==> src/rtl/resp_array_token_parser_macros.svh <==
// Assertion macros used by the parser top level.
`ifndef RESP_ARRAY_TOKEN_PARSER_MACROS_SVH
`define RESP_ARRAY_TOKEN_PARSER_MACROS_SVH

// Same-cycle implication, disabled while reset is asserted.
`define RATP_ASSERT_NOW(label, clk, rst_n, ante, cons, msg) \
  label: assert property (@(posedge clk) disable iff (!rst_n) (ante) |-> (cons)) \
    else $error(msg);

// Next-cycle implication, disabled while reset is asserted.
`define RATP_ASSERT_NEXT(label, clk, rst_n, ante, cons, msg) \
  label: assert property (@(posedge clk) disable iff (!rst_n) (ante) |=> (cons)) \
    else $error(msg);

`endif

==> src/rtl/ratp_pkg.sv <==
// Types, codes and constants for the array/token parser.
`default_nettype none

package ratp_pkg;

  typedef enum logic [3:0] {
    PH_START,
    PH_WORDS,
    PH_HNUM,
    PH_HLF,
    PH_DOLLAR,
    PH_LNUM,
    PH_LLF,
    PH_DATA,
    PH_SKIP,
    PH_TAIL,
    PH_ERR
  } phase_e;

  typedef enum logic [2:0] {
    ST_OK,
    ST_EMPTY,
    ST_HDR,
    ST_FORMAT,
    ST_SHORT,
    ST_NUMBER
  } status_e;

  typedef enum logic [1:0] {
    KIND_BYTE,
    KIND_END,
    KIND_DROP,
    KIND_DONE
  } kind_e;

  localparam logic [7:0] CH_STAR   = 8'h2A;
  localparam logic [7:0] CH_DOLLAR = 8'h24;
  localparam logic [7:0] CH_CR     = 8'h0D;
  localparam logic [7:0] CH_LF     = 8'h0A;
  localparam logic [7:0] CH_SPACE  = 8'h20;
  localparam logic [7:0] CH_TAB    = 8'h09;
  localparam logic [7:0] CH_ZERO   = 8'h30;
  localparam logic [7:0] CH_NINE   = 8'h39;

  localparam int unsigned COUNT_W = 11;
  localparam logic [COUNT_W-1:0] COUNT_MAX = '1;

  // Results per request: at most three.
  localparam int unsigned MAX_RES = 3;
  localparam int unsigned NRES_W  = 2;

  // Bytes skipped after each element's data.
  localparam logic [1:0] SKIP_BYTES = 2'd2;

  // Result queue between front and back.
  localparam int unsigned QDEPTH = 4;
  localparam int unsigned QPTR_W = $clog2(QDEPTH);
  localparam int unsigned QCNT_W = $clog2(QDEPTH + 1);

  typedef struct packed {
    kind_e              kind;
    logic [7:0]         data;
    status_e            status;
    logic [COUNT_W-1:0] count;
  } res_t;

  typedef struct packed {
    logic [NRES_W-1:0]       num;
    res_t [MAX_RES-1:0]      res;
  } bundle_t;

  function automatic res_t make_res(kind_e k, logic [7:0] d, status_e s,
                                    logic [COUNT_W-1:0] c);
    res_t r;
    r.kind   = k;
    r.data   = d;
    r.status = s;
    r.count  = c;
    return r;
  endfunction

endpackage

`default_nettype wire

==> src/rtl/ratp_front.sv <==
// Front end: takes message bytes, runs the parse state, emits result bundles.
`default_nettype none

module ratp_front #(
  parameter int unsigned MAX_ELEMENTS = 1024,
  parameter int unsigned MAX_BULK_LEN = 65535
) (
  input  wire logic              clk_i,
  input  wire logic              rst_ni,
  input  wire logic              in_valid_i,
  output logic                   in_ready_o,
  input  wire logic [7:0]        in_data_i,
  input  wire logic              in_no_byte_i,
  input  wire logic              in_last_i,
  input  wire logic              q_full_i,
  output logic                   q_push_o,
  output ratp_pkg::bundle_t      q_data_o
);

  localparam int unsigned ELW   = $clog2(MAX_ELEMENTS + 1);
  localparam int unsigned LW    = $clog2(MAX_BULK_LEN + 1);
  localparam int unsigned ACC_W = (ELW > LW) ? ELW : LW;
  localparam int unsigned PW    = ACC_W + 4;

  ratp_pkg::phase_e   phase_q, phase_d, ph_w;
  logic [ACC_W-1:0]   acc_q, acc_d;
  logic               seen_q, seen_d;
  logic [ELW-1:0]     elem_q, elem_d;
  logic [LW-1:0]      bytes_q, bytes_d;
  logic [1:0]         skip_q, skip_d;
  logic               inw_q, inw_d;
  logic [ratp_pkg::COUNT_W-1:0] tok_q, tok_d;
  ratp_pkg::status_e  stop_q, stop_d;

  logic               fire;
  logic               is_ws, is_digit;
  logic [PW-1:0]      prod, bound;
  logic [ratp_pkg::NRES_W-1:0] num;
  ratp_pkg::res_t [ratp_pkg::MAX_RES-1:0] res;
  ratp_pkg::status_e  fin_st;

  assign in_ready_o = !q_full_i;
  assign fire       = in_valid_i && in_ready_o;

  assign is_ws    = (in_data_i == ratp_pkg::CH_SPACE) ||
                    ((in_data_i >= ratp_pkg::CH_TAB) && (in_data_i <= ratp_pkg::CH_CR));
  assign is_digit = (in_data_i >= ratp_pkg::CH_ZERO) && (in_data_i <= ratp_pkg::CH_NINE);

  // acc*10 + digit; low nibble of an ASCII digit is its value
  assign prod  = PW'({acc_q, 3'b000}) + PW'({acc_q, 1'b0}) + PW'(in_data_i[3:0]);
  assign bound = (phase_q == ratp_pkg::PH_HNUM) ? PW'(MAX_ELEMENTS) : PW'(MAX_BULK_LEN);

  always_comb begin
    phase_d = phase_q;
    acc_d   = acc_q;
    seen_d  = seen_q;
    elem_d  = elem_q;
    bytes_d = bytes_q;
    skip_d  = skip_q;
    inw_d   = inw_q;
    tok_d   = tok_q;
    stop_d  = stop_q;
    num     = '0;
    res     = '0;
    fin_st  = ratp_pkg::ST_OK;
    ph_w    = phase_q;

    if (!in_no_byte_i) begin
      if ((phase_q == ratp_pkg::PH_START) && (in_data_i == ratp_pkg::CH_STAR)) begin
        phase_d = ratp_pkg::PH_HNUM;
        acc_d   = '0;
        seen_d  = 1'b0;
      end else begin
        if (phase_q == ratp_pkg::PH_START) begin
          ph_w = ratp_pkg::PH_WORDS;
        end
        phase_d = ph_w;
        case (ph_w)
          ratp_pkg::PH_WORDS: begin
            if (is_ws) begin
              if (inw_q) begin
                res[num] = ratp_pkg::make_res(ratp_pkg::KIND_END, '0, ratp_pkg::ST_OK, '0);
                num      = num + 1'b1;
                if (tok_d != ratp_pkg::COUNT_MAX) tok_d = tok_d + 1'b1;
                inw_d    = 1'b0;
              end
            end else begin
              res[num] = ratp_pkg::make_res(ratp_pkg::KIND_BYTE, in_data_i,
                                            ratp_pkg::ST_OK, '0);
              num      = num + 1'b1;
              inw_d    = 1'b1;
            end
          end
          ratp_pkg::PH_HNUM, ratp_pkg::PH_LNUM: begin
            if (in_data_i == ratp_pkg::CH_CR) begin
              if (seen_q) begin
                phase_d = (ph_w == ratp_pkg::PH_HNUM) ? ratp_pkg::PH_HLF : ratp_pkg::PH_LLF;
              end else begin
                stop_d  = ratp_pkg::ST_NUMBER;
                phase_d = ratp_pkg::PH_ERR;
              end
            end else if (!is_digit) begin
              stop_d  = ratp_pkg::ST_NUMBER;
              phase_d = ratp_pkg::PH_ERR;
            end else begin
              acc_d  = prod[ACC_W-1:0];
              seen_d = 1'b1;
              if (prod > bound) begin
                stop_d  = ratp_pkg::ST_NUMBER;
                phase_d = ratp_pkg::PH_ERR;
              end
            end
          end
          ratp_pkg::PH_HLF: begin
            if (in_data_i != ratp_pkg::CH_LF) begin
              stop_d  = ratp_pkg::ST_NUMBER;
              phase_d = ratp_pkg::PH_ERR;
            end else begin
              elem_d  = acc_q[ELW-1:0];
              phase_d = (acc_q != '0) ? ratp_pkg::PH_DOLLAR : ratp_pkg::PH_TAIL;
            end
          end
          ratp_pkg::PH_DOLLAR: begin
            if (in_data_i != ratp_pkg::CH_DOLLAR) begin
              stop_d  = ratp_pkg::ST_FORMAT;
              phase_d = ratp_pkg::PH_ERR;
            end else begin
              acc_d   = '0;
              seen_d  = 1'b0;
              phase_d = ratp_pkg::PH_LNUM;
            end
          end
          ratp_pkg::PH_LLF: begin
            if (in_data_i != ratp_pkg::CH_LF) begin
              stop_d  = ratp_pkg::ST_NUMBER;
              phase_d = ratp_pkg::PH_ERR;
            end else begin
              bytes_d = acc_q[LW-1:0];
              if (acc_q == '0) begin
                // empty element closes on its LF
                res[num] = ratp_pkg::make_res(ratp_pkg::KIND_END, '0, ratp_pkg::ST_OK, '0);
                num      = num + 1'b1;
                if (tok_d != ratp_pkg::COUNT_MAX) tok_d = tok_d + 1'b1;
                if (elem_d != '0) elem_d = elem_d - 1'b1;
                skip_d   = ratp_pkg::SKIP_BYTES;
                phase_d  = ratp_pkg::PH_SKIP;
              end else begin
                phase_d = ratp_pkg::PH_DATA;
              end
            end
          end
          ratp_pkg::PH_DATA: begin
            res[num] = ratp_pkg::make_res(ratp_pkg::KIND_BYTE, in_data_i,
                                          ratp_pkg::ST_OK, '0);
            num      = num + 1'b1;
            if (bytes_d != '0) bytes_d = bytes_d - 1'b1;
            if (bytes_d == '0) begin
              res[num] = ratp_pkg::make_res(ratp_pkg::KIND_END, '0, ratp_pkg::ST_OK, '0);
              num      = num + 1'b1;
              if (tok_d != ratp_pkg::COUNT_MAX) tok_d = tok_d + 1'b1;
              if (elem_d != '0) elem_d = elem_d - 1'b1;
              skip_d   = ratp_pkg::SKIP_BYTES;
              phase_d  = ratp_pkg::PH_SKIP;
            end
          end
          ratp_pkg::PH_SKIP: begin
            if (skip_d != '0) skip_d = skip_d - 1'b1;
            if (skip_d == '0) begin
              phase_d = (elem_q != '0) ? ratp_pkg::PH_DOLLAR : ratp_pkg::PH_TAIL;
            end
          end
          default: begin
          end
        endcase
      end
    end

    if (in_last_i) begin
      unique case (phase_d)
        ratp_pkg::PH_START: fin_st = ratp_pkg::ST_EMPTY;
        ratp_pkg::PH_WORDS: begin
          if (inw_d) begin
            res[num] = ratp_pkg::make_res(ratp_pkg::KIND_END, '0, ratp_pkg::ST_OK, '0);
            num      = num + 1'b1;
            if (tok_d != ratp_pkg::COUNT_MAX) tok_d = tok_d + 1'b1;
          end
          fin_st = ratp_pkg::ST_OK;
        end
        ratp_pkg::PH_HNUM, ratp_pkg::PH_HLF: fin_st = ratp_pkg::ST_HDR;
        ratp_pkg::PH_DOLLAR, ratp_pkg::PH_LNUM, ratp_pkg::PH_LLF: fin_st = ratp_pkg::ST_SHORT;
        ratp_pkg::PH_DATA: begin
          res[num] = ratp_pkg::make_res(ratp_pkg::KIND_DROP, '0, ratp_pkg::ST_OK, '0);
          num      = num + 1'b1;
          fin_st   = ratp_pkg::ST_SHORT;
        end
        ratp_pkg::PH_SKIP: fin_st = (elem_d != '0) ? ratp_pkg::ST_SHORT : ratp_pkg::ST_OK;
        ratp_pkg::PH_ERR:  fin_st = stop_d;
        default:           fin_st = ratp_pkg::ST_OK;
      endcase
      res[num] = ratp_pkg::make_res(ratp_pkg::KIND_DONE, '0, fin_st, tok_d);
      num      = num + 1'b1;
      // back to the start-of-message state
      phase_d = ratp_pkg::PH_START;
      acc_d   = '0;
      seen_d  = 1'b0;
      elem_d  = '0;
      bytes_d = '0;
      skip_d  = '0;
      inw_d   = 1'b0;
      tok_d   = '0;
      stop_d  = ratp_pkg::ST_OK;
    end
  end

  assign q_push_o     = fire && (num != '0);
  assign q_data_o.num = num;
  assign q_data_o.res = res;

  always_ff @(posedge clk_i or negedge rst_ni) begin
    if (!rst_ni) begin
      phase_q <= ratp_pkg::PH_START;
      acc_q   <= '0;
      seen_q  <= 1'b0;
      elem_q  <= '0;
      bytes_q <= '0;
      skip_q  <= '0;
      inw_q   <= 1'b0;
      tok_q   <= '0;
      stop_q  <= ratp_pkg::ST_OK;
    end else if (fire) begin
      phase_q <= phase_d;
      acc_q   <= acc_d;
      seen_q  <= seen_d;
      elem_q  <= elem_d;
      bytes_q <= bytes_d;
      skip_q  <= skip_d;
      inw_q   <= inw_d;
      tok_q   <= tok_d;
      stop_q  <= stop_d;
    end
  end

endmodule

`default_nettype wire

==> src/rtl/ratp_queue.sv <==
// Small FIFO of result bundles between front and back.
`default_nettype none

module ratp_queue (
  input  wire logic              clk_i,
  input  wire logic              rst_ni,
  input  wire logic              push_i,
  input  wire ratp_pkg::bundle_t push_data_i,
  output logic                   full_o,
  input  wire logic              pop_i,
  output ratp_pkg::bundle_t      head_o,
  output logic                   empty_o
);

  localparam logic [ratp_pkg::QPTR_W-1:0] PTR_LAST = ratp_pkg::QPTR_W'(ratp_pkg::QDEPTH - 1);
  localparam logic [ratp_pkg::QCNT_W-1:0] CNT_FULL = ratp_pkg::QCNT_W'(ratp_pkg::QDEPTH);

  ratp_pkg::bundle_t mem_q [ratp_pkg::QDEPTH];
  logic [ratp_pkg::QPTR_W-1:0] wr_q, rd_q;
  logic [ratp_pkg::QCNT_W-1:0] cnt_q;

  assign full_o  = (cnt_q == CNT_FULL);
  assign empty_o = (cnt_q == '0);
  assign head_o  = mem_q[rd_q];

  always_ff @(posedge clk_i) begin
    if (push_i) begin
      mem_q[wr_q] <= push_data_i;
    end
  end

  always_ff @(posedge clk_i or negedge rst_ni) begin
    if (!rst_ni) begin
      wr_q  <= '0;
      rd_q  <= '0;
      cnt_q <= '0;
    end else begin
      if (push_i) begin
        wr_q <= (wr_q == PTR_LAST) ? '0 : wr_q + 1'b1;
      end
      if (pop_i) begin
        rd_q <= (rd_q == PTR_LAST) ? '0 : rd_q + 1'b1;
      end
      if (push_i && !pop_i) begin
        cnt_q <= cnt_q + 1'b1;
      end else if (pop_i && !push_i) begin
        cnt_q <= cnt_q - 1'b1;
      end
    end
  end

endmodule

`default_nettype wire

==> src/rtl/ratp_back.sv <==
// Back end: unpacks bundles into the output register, one result per cycle while out_ready_i is high.
`default_nettype none

module ratp_back (
  input  wire logic              clk_i,
  input  wire logic              rst_ni,
  input  wire logic              head_valid_i,
  input  wire ratp_pkg::bundle_t head_i,
  output logic                   pop_o,
  output logic                   out_valid_o,
  input  wire logic              out_ready_i,
  output ratp_pkg::res_t         out_res_o,
  output logic                   out_last_o
);

  logic [ratp_pkg::NRES_W-1:0] idx_q;
  logic                        valid_q;
  ratp_pkg::res_t              res_q;
  logic                        last_q;
  logic                        load;
  logic                        at_last;

  assign at_last = (idx_q == (head_i.num - 1'b1));
  assign load    = head_valid_i && (!valid_q || out_ready_i);
  assign pop_o   = load && at_last;

  always_ff @(posedge clk_i or negedge rst_ni) begin
    if (!rst_ni) begin
      idx_q   <= '0;
      valid_q <= 1'b0;
    end else begin
      if (load) begin
        valid_q <= 1'b1;
        idx_q   <= at_last ? '0 : idx_q + 1'b1;
      end else if (out_ready_i) begin
        valid_q <= 1'b0;
      end
    end
  end

  always_ff @(posedge clk_i) begin
    if (load) begin
      res_q  <= head_i.res[idx_q];
      last_q <= at_last;
    end
  end

  assign out_valid_o = valid_q;
  assign out_res_o   = res_q;
  assign out_last_o  = last_q;

endmodule

`default_nettype wire

==> src/rtl/resp_array_token_parser.sv <==
// Top level of the array/bulk-string token parser.
// Splits a command message, one byte per request, into tokens. A message that
// starts with '*' is read as an array header (decimal count, CR LF) followed by
// elements '$', decimal length, CR LF, data bytes and two skipped bytes; any
// other first byte selects whitespace-separated words. Token bytes leave as
// they arrive (tuser = byte), a token end follows each token, a drop marks a
// data token cut off by the message end, and a done result closes every
// message with the token count and a status (0 ok, 1 empty, 2 header
// unfinished, 3 format, 4 short, 5 bad number). tlast on the output marks the
// final result caused by one input request. Rate: the front parser takes one
// byte per cycle while the queue has room; the output side delivers one result
// per cycle while m_axis_tready is high, so a request that produces two or
// three results (data byte plus token end, message end) holds the output for
// each of them in turn. A four-bundle queue between the parser and the output
// stage absorbs those bursts; input stalls only when it fills. The first
// result of a request is registered in the queue, then in the output register.
`default_nettype none

`include "resp_array_token_parser_macros.svh"

module resp_array_token_parser #(
  parameter int unsigned MAX_ELEMENTS = 1024,   // 1 .. 65535
  parameter int unsigned MAX_BULK_LEN = 65535   // 1 .. 16777215
) (
  input  wire logic        clk_i,
  input  wire logic        rst_ni,
  // input requests
  input  wire logic        s_axis_tvalid,
  output logic             s_axis_tready,
  input  wire logic [7:0]  s_axis_tdata,   // [7:0] data_byte
  input  wire logic        s_axis_tuser,   // [0] no_byte
  input  wire logic        s_axis_tlast,   // last_of_message
  // results
  output logic             m_axis_tvalid,
  input  wire logic        m_axis_tready,
  output logic [23:0]      m_axis_tdata,   // [7:0] token_byte, [10:8] end_status,
                                           // [21:11] token_count, [23:22] zero
  output logic [1:0]       m_axis_tuser,   // [1:0] kind
  output logic             m_axis_tlast    // last_result
);

  logic              q_push, q_full, q_pop, q_empty;
  ratp_pkg::bundle_t q_in, q_head;
  ratp_pkg::res_t    out_res;

  // Parser: classifies each byte and builds the results it causes.
  ratp_front #(
    .MAX_ELEMENTS (MAX_ELEMENTS),
    .MAX_BULK_LEN (MAX_BULK_LEN)
  ) u_front (
    .clk_i        (clk_i),
    .rst_ni       (rst_ni),
    .in_valid_i   (s_axis_tvalid),
    .in_ready_o   (s_axis_tready),
    .in_data_i    (s_axis_tdata),
    .in_no_byte_i (s_axis_tuser),
    .in_last_i    (s_axis_tlast),
    .q_full_i     (q_full),
    .q_push_o     (q_push),
    .q_data_o     (q_in)
  );

  // Decouples parser from output backpressure.
  ratp_queue u_queue (
    .clk_i       (clk_i),
    .rst_ni      (rst_ni),
    .push_i      (q_push),
    .push_data_i (q_in),
    .full_o      (q_full),
    .pop_i       (q_pop),
    .head_o      (q_head),
    .empty_o     (q_empty)
  );

  // Serializes each bundle into the registered output.
  ratp_back u_back (
    .clk_i        (clk_i),
    .rst_ni       (rst_ni),
    .head_valid_i (!q_empty),
    .head_i       (q_head),
    .pop_o        (q_pop),
    .out_valid_o  (m_axis_tvalid),
    .out_ready_i  (m_axis_tready),
    .out_res_o    (out_res),
    .out_last_o   (m_axis_tlast)
  );

  assign m_axis_tdata = {2'b00, out_res.count, out_res.status, out_res.data};
  assign m_axis_tuser = out_res.kind;

  // done is always the final result of its request
  `RATP_ASSERT_NOW(a_done_last, clk_i, rst_ni,
    m_axis_tvalid && (m_axis_tuser == ratp_pkg::KIND_DONE), m_axis_tlast,
    "done result without tlast")
  // only done carries status and count
  `RATP_ASSERT_NOW(a_nondone_clean, clk_i, rst_ni,
    m_axis_tvalid && (m_axis_tuser != ratp_pkg::KIND_DONE), m_axis_tdata[21:8] == 14'd0,
    "status or count set on a non-done result")
  // parser never pushes into a full queue
  `RATP_ASSERT_NOW(a_no_overflow, clk_i, rst_ni, q_push, !q_full,
    "push into full result queue")
  // a pop always hands over a bundle that exists
  `RATP_ASSERT_NOW(a_no_underflow, clk_i, rst_ni, q_pop, !q_empty,
    "pop from empty result queue")

endmodule

`default_nettype wire
==> config.mk <==
export PLATFORM = sky130hd
export DESIGN_NAME = resp_array_token_parser
export DESIGN_NICKNAME = d
export VERILOG_FILES = /design/src/rtl/ratp_pkg.sv /design/src/rtl/ratp_front.sv /design/src/rtl/ratp_queue.sv /design/src/rtl/ratp_back.sv /design/src/rtl/resp_array_token_parser.sv
export VERILOG_INCLUDE_DIRS = /design/src /design/src/rtl
export SDC_FILE = /design/constraint.sdc
export NUM_CORES = 1
export LEC_CHECK = 0
export ABC_CLOCK_PERIOD_IN_PS = 12400
export BUFFER_PORTS_ARGS = -buffer_cell sky130_fd_sc_hd__buf_2
export CAP_MARGIN = 20
export CORE_MARGIN = 2
export CORE_UTILIZATION = 55
export DETAILED_ROUTE_END_ITERATION = 16
export GPL_TIMING_DRIVEN = 0
export PLACE_DENSITY = 0.7
export SKIP_LAST_GASP = 1
export SLEW_MARGIN = 20
export SYNTH_ARGS = -nofsm -noshare
export SYNTH_HDL_FRONTEND = slang
export SYNTH_SLANG_ARGS = --single-unit
==> constraint.sdc <==
create_clock -name clk_i -period 12.4 [get_ports clk_i]
set_input_delay 1.24 -clock clk_i [delete_from_list [all_inputs] [get_ports clk_i]]
set_output_delay 1.24 -clock clk_i [all_outputs]
set_load 0.03 [all_outputs]
==> results of run 1 <==
## cell families after synthesis
kind of cell / Yosys count
AND/OR/NAND/NOR: 437
buffers and inverters: 147
adder cells (fa/ha/maj): 66
AO/OA/AOI/OAI: 372
other: 1
XOR/XNOR: 25
flip-flops: 332
multiplexers: 91
## final cells by class
type / count / area [µm²]
Clock buffer: 42 / 923
Timing Repair Buffer: 47 / 345
Buffer: 80 / 327
Antenna cell: 1 / 2.50
Tap cell: 402 / 503
Multi-Input combinational cell: 993 / 7520
Fill cell: 2444 / 11900
Inverter: 67 / 251
Clock inverter: 24 / 226
Sequential cell: 332 / 9590
## sequential cells by signal, summed over array words and instances, names as in the netlist
name	count
u_queue.cnt_q	3
u_front.stop_q	3
u_back.idx_q	2
u_front.skip_q	2
u_queue.wr_q	2
u_front.acc_q	16
u_queue.rd_q	2
u_back.out_res_o	24
u_back.out_last_o	1
u_front.bytes_q	16
u_back.out_valid_o	1
u_queue.mem_q	232
u_front.phase_q	4
u_front.elem_q	11
u_front.tok_q	11
u_front.seen_q	1
u_front.inw_q	1
## worst max-delay path, delay by kind of cell
| family | cells | cell delay, ns |
|---|---|---|
| xor+xnor | 4 | 0.71 |
| fa+ha+maj | 6 | 2.41 |
| compound gates | 10 | 2.78 |
| mux | 1 | 0.44 |
| simple gates | 5 | 0.93 |
| buf+inv | 4 | 0.46 |
## path summary, 6_finish.rpt
path	start	to	slack, ns
hold / removal	u_front.stop_q[1]$_DFFE_PN0P_	u_front.stop_q[1]$_DFFE_PN0P_	0.46
min in group asynchronous	rst_ni	u_front.bytes_q[15]$_DFFE_PN0P_	0.72
setup / recovery	s_axis_tdata[3]	u_queue.cnt_q[2]$_DFFE_PN0P_	3.84
max in group asynchronous	rst_ni	u_front.tok_q[10]$_DFFE_PN0P_	11.05
hold reg to reg	u_front.stop_q[1]$_DFFE_PN0P_	u_front.stop_q[1]$_DFFE_PN0P_	0.46
setup reg to reg	u_front.acc_q[0]$_DFFE_PN0P_	u_queue.cnt_q[2]$_DFFE_PN0P_	4.28
## Yosys cell counts, drive strengths merged (23+ instances only)
library cell	instances
ha	63
mux2i	24
clkbuf	58
and2	23
a21oi	68
edfxtp	257
nor2	88
nor3	41
o21ai	107
mux4	58
nand2	114
inv	67
o22ai	25
nand3	32
dfrtp	75
## power by group through the flow
stage               Clock [mW]  Sequential (mW)  Combinational (mW)
CTS                       1.06             1.64                1.94
global route              1.10             1.66                2.13
global placement             0             1.66                1.86
floorplan                    0             1.70                1.30
detailed placement           0             1.66                1.93
finish                    1.04             1.64                1.95
## routing by layer
layer / global-route usage (%) / part of all wire (%) / up-vias
li1: - / - / 5876
met1: 39.7 / 44 / 6342
met2: 44.9 / 48 / 494
met3: 3.95 / 6.6 / 68
met4: 7.62 / 2.2 / 0
met5: 0 / 0 / -
## stage by stage
step / power (mW) / hold slack (ns) / cells / setup slack [ns] / util [%]
after floorplan: 3.00 / 0.432 / 1472 / 4.27 / -
after global placement: 3.53 / 0.452 / 1913 / 1.95 / 58.1
after detailed placement: 3.59 / 0.451 / 1921 / 3.40 / 58.7
after CTS: 4.64 / 0.465 / 1987 / 3.91 / 62.4
after global routing: 4.89 / 0.503 / 1988 / 3.33 / 62.4
final: 4.63 / 0.463 / 1988 / 3.84 / 62.4
==> results.toml, run 1 <==
[status]
status = "finished, final reports clean"

[die]
die_area_mm2 = 0.0335
design.core.area_mm2 = 0.0316
die_height_um = 183
fp-row-count = 65
start_util_pct = 55.9
die_x_um = 183
num_io_pins = 43

[setup_path]
critical_path_class = "primary input to flop"
start_kind = "primary input"
worst_setup_path_end_kind = "flop"
critical_path_required_time_ns = 12.85
path_max_fanout = 10
largest_stage_delay_on_the_critical_path_ns = 0.56
reg2reg_depth = 29
critPathSlowestCell = "fa_1"
cp_data_arrival_time_ns = 9.00

[timing]
final-setup-viol-count = 0
timing.setup.tns_ns = 0
hold_violations = 0
fin_max_slew_vios = 0
rsz0062_at_grt = "false"
worst_pin_slew_ns = 1.03
timing.slew.headroom_pct = 31.1
timing.final.crit_period_ns = 8.56
final_min_period_over_clock_period_pct = 69.0
maximum_operating_frequency_mhz = 117
finalClockSkew_ns = 0.0257

[logic_synthesis]
simple_logic_cell_fraction_of_the_synthesized_area_pct = 13.1
synth_enable_flop_cells = 257
synth-adder-area-share_pct = 4.81
synth.mux.area_fraction_pct = 9.34
async_reset_ff_share_pct = 22.6
synth.largest_area_cell = "edfxtp_1"
combinational_family_with_the_most_area_after_synthesis = "compound AO/OA/AOI/OAI gates"
total_number_of_yosys_warnings = 0
synth_compound_gate_area_share_pct = 13.9
postSynthCellCount = 1471
yosysSeqAreaShare_pct = 54.4
synth.area.top_cells = "edfxtp_1, dfrtp_1, mux4_2"
yosys.area_share.xor_xnor_pct = 1.24
postSynthRegisterBits = 332
synth_cell_types = 87
post_synth.cell_area_avg_um2 = 12.0
netlist.area_leader.share_pct = 43.7
synth_ff_type = "edfxtp_1"
syn-cell-area_mm2 = 0.0176

[clocking]
clock_tree_root = "clkbuf_16"
clock_insertion_delay_worst_skew_ns = 0.54
tritoncts_clock_tree = "built"
post_cts.resized_instances = 0
post_cts.repair.setup_buffers = 0
count_of_clock_tree_sinks = 332
path_clk_slew_ns = 0.07
cts_htree_levels = 2
cts_buffers = 36
cts_hold_buffers = 0
clock_path_buffers = 3

[final_layout]
final_common_cell = "edfxtp_1"
fin_nets = 1637
layout-drive-gt1-share_pct = 13.8
layout_common_cells = "edfxtp_1, nand2_1, o21ai_0"
design_area_mm2 = 0.0197
layout-area-overhead-vs-synth_pct = 11.6

[power]
power.switching_mw = 1.80
irDropWorstVdd_v = 0.000128
clock_power_share_pct = 22.5
switching_share_pct = 38.8
power_per_cell_area_mw_per_mm2 = 235
seq_power_share_pct = 35.5
intPower_mw = 2.83
share_comb_of_total_power_pct = 42.0
leak_nw = 7.42

[placement]
final_gp_congestion = 0.978
dpl_cell_area_mm2 = 0.0185
place.detailed.hpwl_um = 31900
io_buffer_count = 39

[drt]
routed_wire_length_per_instance_um = 22.7
drcViolationCount = 0
antenna_left = 0
via_count = 12800
vias_per_cell = 6.43
drt_first_iter_violations = 1261
firstDrtPassIters = 5
route.final.wire_length_um = 45200

[grt]
pin_count_of_the_biggest_net_entering_global_routing = 46
antenna_found_initial = 1
grt_overflow = 0
first_global_vias = 12500
grt_pass1_wl_um = 72000
groute.usage.overall_pct = 27.8

[min_path]
min_path_cells = 2
hp-class = "flop to flop"

[run]
max-cap-violations = 0
No activity file was read; power rests on OpenSTA's default activity.
==> run 2, diff against run 1 <==
--- a/config.mk
+++ b/config.mk
@@ -6,7 +6,7 @@
 export SDC_FILE = /design/constraint.sdc
 export NUM_CORES = 1
 export LEC_CHECK = 0
-export ABC_CLOCK_PERIOD_IN_PS = 12400
+export ABC_CLOCK_PERIOD_IN_PS = 8600
 export BUFFER_PORTS_ARGS = -buffer_cell sky130_fd_sc_hd__buf_2
 export CAP_MARGIN = 20
 export CORE_MARGIN = 2
==> constraint.sdc (replaced) <==
create_clock -name clk_i -period 8.6 [get_ports clk_i]
set_input_delay 0.86 -clock clk_i [delete_from_list [all_inputs] [get_ports clk_i]]
set_output_delay 0.86 -clock clk_i [all_outputs]
set_load 0.03 [all_outputs]
==> results.toml, run 2 (same netlist as run 1, synthesis figures left out) <==
[drt]
antenna_left = 0
drcViolationCount = 0
vias_per_cell = 6.44
route.final.wire_length_um = 45200
firstDrtPassIters = 8
via_count = 12800
drt_first_iter_violations = 1260
routed_wire_length_per_instance_um = 22.7

[timing]
rsz0062_at_grt = "false"
fin_max_slew_vios = 0
final_min_period_over_clock_period_pct = 93.5
timing.setup.tns_ns = 0
finalWorstSetupSlack_ns = 0.561
timing.slew.headroom_pct = 30.8
hold_violations = 0
worst_pin_slew_ns = 1.02
maximum_operating_frequency_mhz = 124
holdWs_ns = 0.344
final-setup-viol-count = 0
timing.final.crit_period_ns = 8.04
finalClockSkew_ns = 0.0259

[placement]
pre_cts_slack_ns = -0.0178
io_buffer_count = 39
final_gp_congestion = 0.978
place.detailed.hpwl_um = 31900

[grt]
grt_overflow = 0
global_route_met1_utilization_pct = 39.7
grt_pass1_wl_um = 72000
antenna_found_initial = 1
global_route.peak_usage_layer = "met2"
first_global_vias = 12500
pin_count_of_the_biggest_net_entering_global_routing = 46
met2_usage_pct = 44.9
groute.usage.overall_pct = 27.8
met3_usage_pct = 3.95

[power]
seq_power_share_pct = 35.5
irDropWorstVdd_v = 0.000184
switching_share_pct = 38.8
power_per_cell_area_mw_per_mm2 = 339
share_comb_of_total_power_pct = 42.1
clock_power_share_pct = 22.4
power.switching_mw = 2.59
intPower_mw = 4.09
leak_nw = 7.42

[final_layout]
n_fill_cell = 2441
layout-drive-gt1-share_pct = 13.8
postLayoutCoreUtil_pct = 62.4
fin_nets = 1637
layout_common_cells = "edfxtp_1, nand2_1, o21ai_0"
final_common_cell = "edfxtp_1"
largest_register_ffs = 232
regMostFlops = "u_queue.mem_q"
layout-area-overhead-vs-synth_pct = 11.7
multiInputGateArea_mm2 = 0.00753
seqCellArea_mm2 = 0.00959

[setup_path]
largest_stage_delay_on_the_critical_path_ns = 0.57
start_kind = "primary input"
critPathSlowestCell = "fa_1"
worst_setup_path_end_kind = "flop"
path_max_fanout = 10
cp_data_arrival_time_ns = 8.48
critical_path_class = "primary input to flop"
critical_path_required_time_ns = 9.05

[status]
status = "finished, final reports clean"

[die]
die_area_mm2 = 0.0335
fp-row-count = 65
design.core.area_mm2 = 0.0316
die_height_um = 183
die_x_um = 183
num_io_pins = 43
start_util_pct = 55.9

[clocking]
clock_insertion_delay_worst_skew_ns = 0.54
path_clk_slew_ns = 0.06
cts_htree_levels = 2
clock_tree_root = "clkbuf_16"
tritoncts_clock_tree = "built"
cts_buffers = 36
cts_hold_buffers = 0
clock_path_buffers = 3
count_of_clock_tree_sinks = 332

[run]
max-cap-violations = 0

[min_path]
hp-class = "primary input to asynchronous set/reset pin"
run 2: cell counts in the layout (fill, tap and decap cells not counted):
No cell type changed its count.
run 2: final cells by class:
cell class	instances	area share [%]
inverters	67	1.28
clock inverters	24	1.15
flip-flops and latches	332	48.7
multi-input cells	993	38.2
repair buffers	47	1.75
plain buffers	80	1.66
diodes	1	0.0127
well taps	402	2.55
clock buffers	42	4.69
run 2: final timing paths:
path,startpoint,endpoint,slack [ns],cells after the start
setup / recovery,s_axis_tdata[3],u_queue.cnt_q[2]$_DFFE_PN0P_,0.56,30
hold / removal,rst_ni,u_front.bytes_q[15]$_DFFE_PN0P_,0.34,1
setup reg to reg,u_front.acc_q[0]$_DFFE_PN0P_,u_queue.cnt_q[2]$_DFFE_PN0P_,0.62,29
hold reg to reg,u_front.stop_q[1]$_DFFE_PN0P_,u_front.stop_q[1]$_DFFE_PN0P_,0.46,2
max in group asynchronous,rst_ni,u_front.tok_q[10]$_DFFE_PN0P_,7.62,2
min in group clk_i,u_front.stop_q[1]$_DFFE_PN0P_,u_front.stop_q[1]$_DFFE_PN0P_,0.46,2
run 2: per-layer routing:
layer / share of wire, % / up-vias
met1: 44 / 6350
met5: 0 / -
met3: 6.3 / 70
met4: 2.2 / 0
met2: 48 / 495
li1: - / 5878
run 2: worst max-delay path, delay by kind of cell:
kind / cells / cell delay [ns]
buffers and inverters: 4 / 0.47
AO/OA/AOI/OAI: 10 / 2.67
XOR/XNOR: 4 / 0.72
multiplexers: 1 / 0.43
AND/OR/NAND/NOR: 5 / 0.92
adder cells (fa/ha/maj): 6 / 2.39
run 2: what timing repair did:
action / CTS / global route
setup buffers: 0 / 0
hold endpoints to repair: 0 / 0
setup endpoints to repair: 0 / 1
gates resized for setup: 0 / 1
run 2: metrics by stage:
step | std cells | power, mW | cell area (µm²)
after detailed placement | 1921 | 5.17 | 18500
after global routing | 1988 | 7.06 | 19700
after floorplan | 1472 | 4.33 | 17600
after CTS | 1987 | 6.69 | 19700
final | 1988 | 6.68 | 19700
after global placement | 1913 | 5.09 | 18300
run 2: power groups by stage:
| stage | sequential, mW | clock [mW] | combinational [mW] |
|---|---|---|---|
| after global routing | 2.40 | 1.59 | 3.07 |
| after CTS | 2.37 | 1.52 | 2.80 |
| final | 2.37 | 1.50 | 2.81 |
| after global placement | 2.40 | 0 | 2.69 |
| after floorplan | 2.46 | 0 | 1.87 |
| after detailed placement | 2.39 | 0 | 2.78 |
